### src/hw/rtl/nss_pkg.sv
// Shared types and constants for the nearest slot search block.
// Used by every module in hw/rtl; depends on nothing else.
package nss_pkg;

    localparam int SLOT_N  = 16;
    localparam int IDX_W   = $clog2(SLOT_N);
    localparam int CNT_W   = 5;
    localparam int COORD_W = 16;
    localparam int DIFF_W  = COORD_W;
    localparam int SQ_W    = 2 * DIFF_W;
    localparam int SUM_W   = SQ_W + 1;
    localparam int ROOT_W  = 17;
    localparam int TRY_W   = 2 * ROOT_W + 1;
    localparam logic [ROOT_W-1:0] DIST_MAX = 17'd92682;

    localparam logic KIND_LOAD  = 1'b0;
    localparam logic KIND_QUERY = 1'b1;

    typedef enum logic [1:0] {
        ST_IDLE,
        ST_ISSUE,
        ST_DRAIN
    } state_t;

    typedef struct packed {
        logic             valid;
        logic             first;
        logic             last;
        logic [IDX_W-1:0] idx;
    } tag_t;

endpackage

### src/hw/rtl/nss_dist.sv
// Squared distance pipeline: absolute differences, squares, then their sum.
// Three register stages; depends on nss_pkg.
module nss_dist
(
    input  logic                                clk,
    input  logic                                rst_n,
    input  nss_pkg::tag_t                       in_tag,
    input  logic signed [nss_pkg::COORD_W-1:0]  qx,
    input  logic signed [nss_pkg::COORD_W-1:0]  qy,
    input  logic signed [nss_pkg::COORD_W-1:0]  sx,
    input  logic signed [nss_pkg::COORD_W-1:0]  sy,
    output nss_pkg::tag_t                       out_tag,
    output logic [nss_pkg::SUM_W-1:0]           out_sum
);

    nss_pkg::tag_t                  tag_a_reg;
    nss_pkg::tag_t                  tag_b_reg;
    nss_pkg::tag_t                  tag_c_reg;
    logic [nss_pkg::DIFF_W-1:0]     dx_reg;
    logic [nss_pkg::DIFF_W-1:0]     dy_reg;
    logic [nss_pkg::SQ_W-1:0]       sqx_reg;
    logic [nss_pkg::SQ_W-1:0]       sqy_reg;
    logic [nss_pkg::SUM_W-1:0]      sum_reg;
    logic signed [nss_pkg::COORD_W:0] diff_x;
    logic signed [nss_pkg::COORD_W:0] diff_y;
    logic [nss_pkg::DIFF_W-1:0]     abs_x;
    logic [nss_pkg::DIFF_W-1:0]     abs_y;

    always_comb
    begin
        diff_x = {qx[nss_pkg::COORD_W-1], qx} - {sx[nss_pkg::COORD_W-1], sx};
        diff_y = {qy[nss_pkg::COORD_W-1], qy} - {sy[nss_pkg::COORD_W-1], sy};
        abs_x  = nss_pkg::DIFF_W'(diff_x[nss_pkg::COORD_W] ? -diff_x : diff_x);
        abs_y  = nss_pkg::DIFF_W'(diff_y[nss_pkg::COORD_W] ? -diff_y : diff_y);
    end

    always_ff @(posedge clk or negedge rst_n)
    begin
        if (!rst_n)
        begin
            tag_a_reg <= '0;
            tag_b_reg <= '0;
            tag_c_reg <= '0;
        end
        else
        begin
            tag_a_reg <= in_tag;
            tag_b_reg <= tag_a_reg;
            tag_c_reg <= tag_b_reg;
        end
    end

    always_ff @(posedge clk)
    begin
        dx_reg  <= abs_x;
        dy_reg  <= abs_y;
        sqx_reg <= dx_reg * dx_reg;
        sqy_reg <= dy_reg * dy_reg;
        sum_reg <= {1'b0, sqx_reg} + {1'b0, sqy_reg};
    end

    assign out_tag = tag_c_reg;
    assign out_sum = sum_reg;

endmodule

### src/hw/rtl/nss_sqrt.sv
// Pipelined integer square root, one result bit per register stage.
// Depends on nss_pkg.
module nss_sqrt
(
    input  logic                         clk,
    input  logic                         rst_n,
    input  nss_pkg::tag_t                in_tag,
    input  logic [nss_pkg::SUM_W-1:0]    in_value,
    output nss_pkg::tag_t                out_tag,
    output logic [nss_pkg::ROOT_W-1:0]   out_root
);

    nss_pkg::tag_t               tag_reg  [nss_pkg::ROOT_W];
    logic [nss_pkg::TRY_W-1:0]   rem_reg  [nss_pkg::ROOT_W];
    logic [nss_pkg::ROOT_W-1:0]  root_reg [nss_pkg::ROOT_W];

    for (genvar k = 0; k < nss_pkg::ROOT_W; k++)
    begin : g_stage
        localparam int BIT = nss_pkg::ROOT_W - 1 - k;
        nss_pkg::tag_t              tag_in;
        logic [nss_pkg::TRY_W-1:0]  rem_in;
        logic [nss_pkg::ROOT_W-1:0] root_in;
        logic [nss_pkg::TRY_W-1:0]  trial;
        logic [nss_pkg::TRY_W-1:0]  rem_next;
        logic [nss_pkg::ROOT_W-1:0] root_next;

        if (k == 0)
        begin : g_first
            assign tag_in  = in_tag;
            assign rem_in  = nss_pkg::TRY_W'(in_value);
            assign root_in = '0;
        end
        else
        begin : g_rest
            assign tag_in  = tag_reg[k-1];
            assign rem_in  = rem_reg[k-1];
            assign root_in = root_reg[k-1];
        end

        always_comb
        begin
            trial = (nss_pkg::TRY_W'(root_in) << (BIT + 1))
                  | (nss_pkg::TRY_W'(1) << (2 * BIT));
            if (rem_in >= trial)
            begin
                rem_next  = rem_in - trial;
                root_next = root_in | (nss_pkg::ROOT_W'(1) << BIT);
            end
            else
            begin
                rem_next  = rem_in;
                root_next = root_in;
            end
        end

        always_ff @(posedge clk or negedge rst_n)
        begin
            if (!rst_n)
            begin
                tag_reg[k] <= '0;
            end
            else
            begin
                tag_reg[k] <= tag_in;
            end
        end

        always_ff @(posedge clk)
        begin
            rem_reg[k]  <= rem_next;
            root_reg[k] <= root_next;
        end
    end

    assign out_tag  = tag_reg[nss_pkg::ROOT_W-1];
    assign out_root = root_reg[nss_pkg::ROOT_W-1];

endmodule

### src/hw/rtl/nearest_slot_search_core.sv
// A load beat writes one slot. A query beat sends slots 0 to n-1, where n is the configured
// slot count clamped to 1..16, through a 21-stage slot read, distance and square root
// pipeline, one slot per cycle. The next beat is taken once the result beat has been
// delivered. Depends on nss_pkg, nss_dist and nss_sqrt.
module nearest_slot_search_core
(
    input  logic                                clk,
    input  logic                                rst_n,
    input  logic                                cfg_valid,
    output logic                                cfg_ready,
    input  logic [nss_pkg::CNT_W-1:0]           cfg_data,
    input  logic                                in_valid,
    output logic                                in_stall,
    input  logic                                kind,
    input  logic [nss_pkg::IDX_W-1:0]           slot_index,
    input  logic signed [nss_pkg::COORD_W-1:0]  pos_x,
    input  logic signed [nss_pkg::COORD_W-1:0]  pos_y,
    output logic                                out_valid,
    input  logic                                out_stall,
    output logic [nss_pkg::IDX_W-1:0]           nearest_index,
    output logic [nss_pkg::ROOT_W-1:0]          nearest_distance
);

    nss_pkg::state_t                   state_reg;
    nss_pkg::state_t                   state_next;
    logic [nss_pkg::CNT_W-1:0]         count_reg;
    logic [nss_pkg::IDX_W-1:0]         cnt_reg;
    logic [nss_pkg::IDX_W-1:0]         cnt_next;
    logic [nss_pkg::IDX_W-1:0]         last_reg;
    logic [nss_pkg::IDX_W-1:0]         last_next;
    logic signed [nss_pkg::COORD_W-1:0] qx_reg;
    logic signed [nss_pkg::COORD_W-1:0] qy_reg;
    logic signed [nss_pkg::COORD_W-1:0] mem_x [nss_pkg::SLOT_N];
    logic signed [nss_pkg::COORD_W-1:0] mem_y [nss_pkg::SLOT_N];
    logic signed [nss_pkg::COORD_W-1:0] rd_x_reg;
    logic signed [nss_pkg::COORD_W-1:0] rd_y_reg;
    nss_pkg::tag_t                     rd_tag_reg;
    nss_pkg::tag_t                     rd_tag_next;
    nss_pkg::tag_t                     dist_tag;
    logic [nss_pkg::SUM_W-1:0]         dist_sum;
    nss_pkg::tag_t                     fin_tag;
    logic [nss_pkg::ROOT_W-1:0]        fin_root;
    logic [nss_pkg::ROOT_W-1:0]        best_d_reg;
    logic [nss_pkg::IDX_W-1:0]         best_i_reg;
    logic [nss_pkg::ROOT_W-1:0]        best_d_next;
    logic [nss_pkg::IDX_W-1:0]         best_i_next;
    logic                              out_valid_reg;
    logic [nss_pkg::ROOT_W-1:0]        out_d_reg;
    logic [nss_pkg::IDX_W-1:0]         out_i_reg;
    logic                              in_accept;
    logic                              take;

    assign cfg_ready = 1'b1;
    assign in_stall  = (state_reg != nss_pkg::ST_IDLE) || out_valid_reg;
    assign in_accept = in_valid && !in_stall;

    always_comb
    begin
        if (count_reg == '0)
        begin
            last_next = '0;
        end
        else if (count_reg > nss_pkg::CNT_W'(nss_pkg::SLOT_N))
        begin
            last_next = nss_pkg::IDX_W'(nss_pkg::SLOT_N - 1);
        end
        else
        begin
            last_next = nss_pkg::IDX_W'(count_reg - 1'b1);
        end
    end

    always_comb
    begin
        state_next        = state_reg;
        cnt_next          = cnt_reg;
        rd_tag_next       = '0;
        rd_tag_next.idx   = cnt_reg;
        rd_tag_next.first = (cnt_reg == '0);
        rd_tag_next.last  = (cnt_reg == last_reg);
        unique case (state_reg)
            nss_pkg::ST_IDLE:
            begin
                cnt_next = '0;
                if (in_accept && kind == nss_pkg::KIND_QUERY)
                begin
                    state_next = nss_pkg::ST_ISSUE;
                end
            end
            nss_pkg::ST_ISSUE:
            begin
                rd_tag_next.valid = 1'b1;
                cnt_next          = cnt_reg + 1'b1;
                if (cnt_reg == last_reg)
                begin
                    state_next = nss_pkg::ST_DRAIN;
                end
            end
            nss_pkg::ST_DRAIN:
            begin
                if (fin_tag.valid && fin_tag.last)
                begin
                    state_next = nss_pkg::ST_IDLE;
                end
            end
            default:
            begin
                state_next = nss_pkg::ST_IDLE;
            end
        endcase
    end

    always_ff @(posedge clk or negedge rst_n)
    begin
        if (!rst_n)
        begin
            state_reg  <= nss_pkg::ST_IDLE;
            count_reg  <= nss_pkg::CNT_W'(1);
            cnt_reg    <= '0;
            last_reg   <= '0;
            rd_tag_reg <= '0;
        end
        else
        begin
            state_reg  <= state_next;
            cnt_reg    <= cnt_next;
            rd_tag_reg <= rd_tag_next;
            if (cfg_valid && cfg_ready)
            begin
                count_reg <= cfg_data;
            end
            if (in_accept)
            begin
                last_reg <= last_next;
            end
        end
    end

    always_ff @(posedge clk)
    begin
        if (in_accept)
        begin
            qx_reg <= pos_x;
            qy_reg <= pos_y;
        end
        if (in_accept && kind == nss_pkg::KIND_LOAD)
        begin
            mem_x[slot_index] <= pos_x;
            mem_y[slot_index] <= pos_y;
        end
        rd_x_reg <= mem_x[cnt_reg];
        rd_y_reg <= mem_y[cnt_reg];
    end

    nss_dist u_dist
    (
        .clk     (clk),
        .rst_n   (rst_n),
        .in_tag  (rd_tag_reg),
        .qx      (qx_reg),
        .qy      (qy_reg),
        .sx      (rd_x_reg),
        .sy      (rd_y_reg),
        .out_tag (dist_tag),
        .out_sum (dist_sum)
    );

    nss_sqrt u_sqrt
    (
        .clk      (clk),
        .rst_n    (rst_n),
        .in_tag   (dist_tag),
        .in_value (dist_sum),
        .out_tag  (fin_tag),
        .out_root (fin_root)
    );

    always_comb
    begin
        best_d_next = best_d_reg;
        best_i_next = best_i_reg;
        if (fin_tag.valid && (fin_tag.first || fin_root < best_d_reg))
        begin
            best_d_next = fin_root;
            best_i_next = fin_tag.idx;
        end
    end

    assign take = out_valid_reg && !out_stall;

    always_ff @(posedge clk or negedge rst_n)
    begin
        if (!rst_n)
        begin
            out_valid_reg <= 1'b0;
        end
        else if (fin_tag.valid && fin_tag.last)
        begin
            out_valid_reg <= 1'b1;
        end
        else if (take)
        begin
            out_valid_reg <= 1'b0;
        end
    end

    always_ff @(posedge clk)
    begin
        best_d_reg <= best_d_next;
        best_i_reg <= best_i_next;
        if (fin_tag.valid && fin_tag.last)
        begin
            out_d_reg <= best_d_next;
            out_i_reg <= best_i_next;
        end
    end

    assign out_valid        = out_valid_reg;
    assign nearest_index    = out_i_reg;
    assign nearest_distance = out_d_reg;

    a_fin_busy: assert property (@(posedge clk) disable iff (!rst_n)
        fin_tag.valid |-> state_reg == nss_pkg::ST_DRAIN)
        else $error("Distance result arrived while no query was in flight.");

    a_out_rise: assert property (@(posedge clk) disable iff (!rst_n)
        $rose(out_valid_reg) |-> $past(fin_tag.valid && fin_tag.last))
        else $error("Result beat raised without the last slot of a query.");

    a_dist_range: assert property (@(posedge clk) disable iff (!rst_n)
        out_valid_reg |-> out_d_reg <= nss_pkg::DIST_MAX)
        else $error("Result distance exceeds the largest possible distance.");

    a_no_accept_busy: assert property (@(posedge clk) disable iff (!rst_n)
        state_reg == nss_pkg::ST_ISSUE |=> !in_accept)
        else $error("Input beat accepted while a query was being issued.");

endmodule
### config.mk
export PLATFORM = sky130hd
export DESIGN_NAME = nearest_slot_search_core
export DESIGN_NICKNAME = d
export VERILOG_FILES = /design/src/hw/rtl/nss_pkg.sv /design/src/hw/rtl/nss_dist.sv /design/src/hw/rtl/nss_sqrt.sv /design/src/hw/rtl/nearest_slot_search_core.sv
export SDC_FILE = /design/constraint.sdc
export NUM_CORES = 2
export LEC_CHECK = 0
export BUFFER_PORTS_ARGS = -buffer_cell sky130_fd_sc_hd__buf_4
export CORE_MARGIN = 2
export CORE_UTILIZATION = 29
export DETAILED_ROUTE_END_ITERATION = 12
export HOLD_SLACK_MARGIN = 0.02
export PLACE_DENSITY = 0.4
export SYNTH_ARGS = -nofsm -noshare
export SYNTH_HDL_FRONTEND = slang
export SYNTH_HIERARCHICAL = 1
export SYNTH_SLANG_ARGS = --single-unit
export TNS_END_PERCENT = 50
### constraint.sdc
create_clock -name clk -period 8.35 [get_ports clk]
set_input_delay 0 -clock clk [delete_from_list [all_inputs] [get_ports clk]]
set_output_delay 0 -clock clk [all_outputs]
set_load 0.005 [all_outputs]
==> flow_summary.json <==
{
  "grt_max_degree": 92,
  "synth_mux_area_frac": 0.0475,
  "grt_pass1_wl_microns": 290000,
  "slowest_delay_ps": 730,
  "core_area_sq_um": 259000,
  "skew_ps": 69.6,
  "drcViolationCount": 0,
  "synth_compound_area_frac": 0.0795,
  "synthesis.area_sq_um": 75400,
  "relSlewSlack": 0.210,
  "largest_reg_flops": 559,
  "worstSetupPathType": "register to register",
  "synth_xor_area_frac": 0.0437,
  "syn_to_final_growth_pct": 15.6,
  "r2r-start": "u_dist/dy_reg[7]$_DFF_P_",
  "tightest_slew_ps": 1180,
  "post-route-period-util": 0.806,
  "cts_sinks": 1620,
  "synth-simple-area-share": 0.101,
  "synth-edff-count": 565,
  "drt_iter0_drc": 2543,
  "worstHoldStart": "pos_y[6]",
  "routed_wl_microns": 185000,
  "crit_path_max_fanout": 15,
  "avgViaCountPerCell": 4.53,
  "reg2regPathDepth": 23,
  "drv_slew": 0,
  "layout_commonest_cell": "dfxtp_1",
  "start_util": 0.291,
  "crit_chain": "nand2_1 > inv_1 > fa_1 > inv_1 > fa_1 > inv_1 > fa_1 > fa_1 > fa_1 > inv_1 > fa_1 > inv_1 > ha_1 > and4_1 > a221o_1 > a31oi_1 > buf_4 > o211ai_1 > a31oi_1 > o21ai_1 > a21oi_1 > a21oi_1 > xor2_1",
  "ys_warn_count": 6,
  "max_freq_ghz": 0.148,
  "tritoncts": "done",
  "final_cell_mix": "dfxtp_1, inv_1, edfxtp_1",
  "grt_pass1_vias": 48500,
  "synth_fa_ha_area_frac": 0.163,
  "seq_area_frac_synth": 0.516,
  "min_path_type": "input pin to register",
  "cpMostUsedCell": "fa_1",
  "synth_top_family_by_area": "adder cells",
  "die_area_sq_um": 264000,
  "ys_ff_latch": 1620,
  "end_kind": "register",
  "synthCells": 6320,
  "cts_buffers": 181,
  "maxCapViolCount": 0,
  "finalSetupTns_ps": 0,
  "cts_setup_buffers": 0,
  "grt_overflow": 0,
  "dpl.hpwl_microns": 129000,
  "pin_count": 71,
  "clkLatencyLatePin_ps": 830,
  "synth_top_area_cell": "dfxtp_1",
  "die-width_microns": 514,
  "grt_use_total": 0.142,
  "io_buffers": 69,
  "htreeDepth": 4,
  "final_nets": 7380,
  "path_clk_slew_ps": 60,
  "gp_congestion": 0.798,
  "crit_arrival_ps": 7370,
  "min_period_ps": 6730,
  "synth_top_area_frac": 0.237,
  "row_count": 187,
  "synth_async_sr_flop_share": 0.101,
  "die_h_microns": 514,
  "dr.pass1.iters": 5,
  "reg2reg_slack_ps": 1620,
  "drive_above_1_share": 0.0987,
  "slowest_stage": "dfxtp_1",
  "wl_per_cell_microns": 18.3,
  "synthDistinctLibCells": 110,
  "final_hold_viol_count": 0,
  "required_ps": 8990,
  "root_buffer": "clkbuf_16",
  "antenna_left": 0,
  "status": "completed",
  "rsz0062_at_grt": "false",
  "cp-start-kind": "register",
  "ys.flop_type": "dfxtp_1",
  "yosys-top-cells-area": "dfxtp_1, edfxtp_1, fa_1, ha_1, dfrtp_1",
  "whs_path_depth": 2,
  "clk_path_buf_depth": 3,
  "hold_path_end": "mem_y[0][6]$_DFFE_PP_",
  "num_vias": 45800,
  "setup_viol": 0,
  "avgSynthCellArea_sq_um": 11.9,
  "r2r-end": "u_dist/sqy_reg[29]$_DFF_P_",
  "antenna_found_initial": 12
}
through the flow:
step | instances | util | instance area [sq um] | worst slack, ps | hold slack, ps
2_1_floorplan | 6321 | - | 75400 | 1990 | -296
3_3_place_gp | 9686 | 0.309 | 79900 | 1670 | 120
3_5_place_dp | 9686 | 0.309 | 79900 | 1650 | 123
4_1_cts | 10100 | 0.336 | 87100 | 1550 | 25.3
5_1_grt | 10100 | 0.336 | 87100 | 1170 | 68.3
6_report | 10100 | 0.336 | 87100 | 1620 | 103
final cells by class:
type / count / area, sq um
multi-input combinational: 3743 / 32900
clock inverter: 91 / 1200
antenna: 4 / 10.0
tap: 3402 / 4260
inverter: 808 / 3030
fill: 25700 / 172000
timing repair buffer: 198 / 1740
sequential: 1620 / 38900
clock buffer: 249 / 5110
layer usage:
layer  vias up  part of all wire  GRT usage
met4        10             0.018     0.0311
li1      22300                 -          -
met2       568              0.49      0.242
met3       239             0.035     0.0238
met5         -           0.00026          0
met1     22700              0.46      0.187
timing repair:
item	4_1_cts	5_1_grt
hold buffers	85	0
resized for setup	0	0
endpoints found under the hold margin	790	0
Yosys cell counts (95+ instances only):
cell / instances
a21oi_1: 228
and2_1: 107
clkbuf_1: 99
dfrtp_1: 162
dfxtp_1: 892
edfxtp_1: 565
fa_1: 331
ha_1: 450
inv_1: 804
mux4_2: 128
nand2_1: 441
nor2_1: 268
nor2b_1: 95
nor3_1: 130
o21ai_0: 181
xnor2_1: 217
xor2_1: 159
worst max-delay path, delay by kind of cell, from the launching register on:
family | cells | cell delay (ps)
fa+ha+maj | 7 | 3180
compound gates | 7 | 1470
flops | 1 | 730
buf+inv | 6 | 560
simple gates | 2 | 460
xor+xnor | 1 | 150
cells by family (layout without fill, tap and decap cells):
family,Yosys count,count (layout)
buf+inv,958,1346
compound gates,905,905
simple gates,1493,1493
flops,1620,1620
other cells,2,7
mux,183,183
fa+ha+maj,783,783
xor+xnor,376,376
worst max path at each step:
stage | start | endpoint | slack, ps | cells past startpoint
finish | u_dist/dy_reg[7]$_DFF_P_ | u_dist/sqy_reg[29]$_DFF_P_ | 1620 | 23
global route | u_dist/dy_reg[14]$_DFF_P_ | u_dist/sqy_reg[29]$_DFF_P_ | 1170 | 21
CTS | u_dist/dy_reg[7]$_DFF_P_ | u_dist/sqy_reg[29]$_DFF_P_ | 1550 | 23
detailed placement | u_dist/dy_reg[15]$_DFF_P_ | u_dist/sqy_reg[29]$_DFF_P_ | 1650 | 21
global placement | u_dist/dy_reg[9]$_DFF_P_ | u_dist/sqy_reg[29]$_DFF_P_ | 1670 | 24
floorplan | u_dist/dy_reg[4]$_DFF_P_ | u_dist/sqy_reg[29]$_DFF_P_ | 1990 | 24
Power is not shown: default switching activity piles up to over one toggle a cycle in this logic, so the estimate is an artifact.
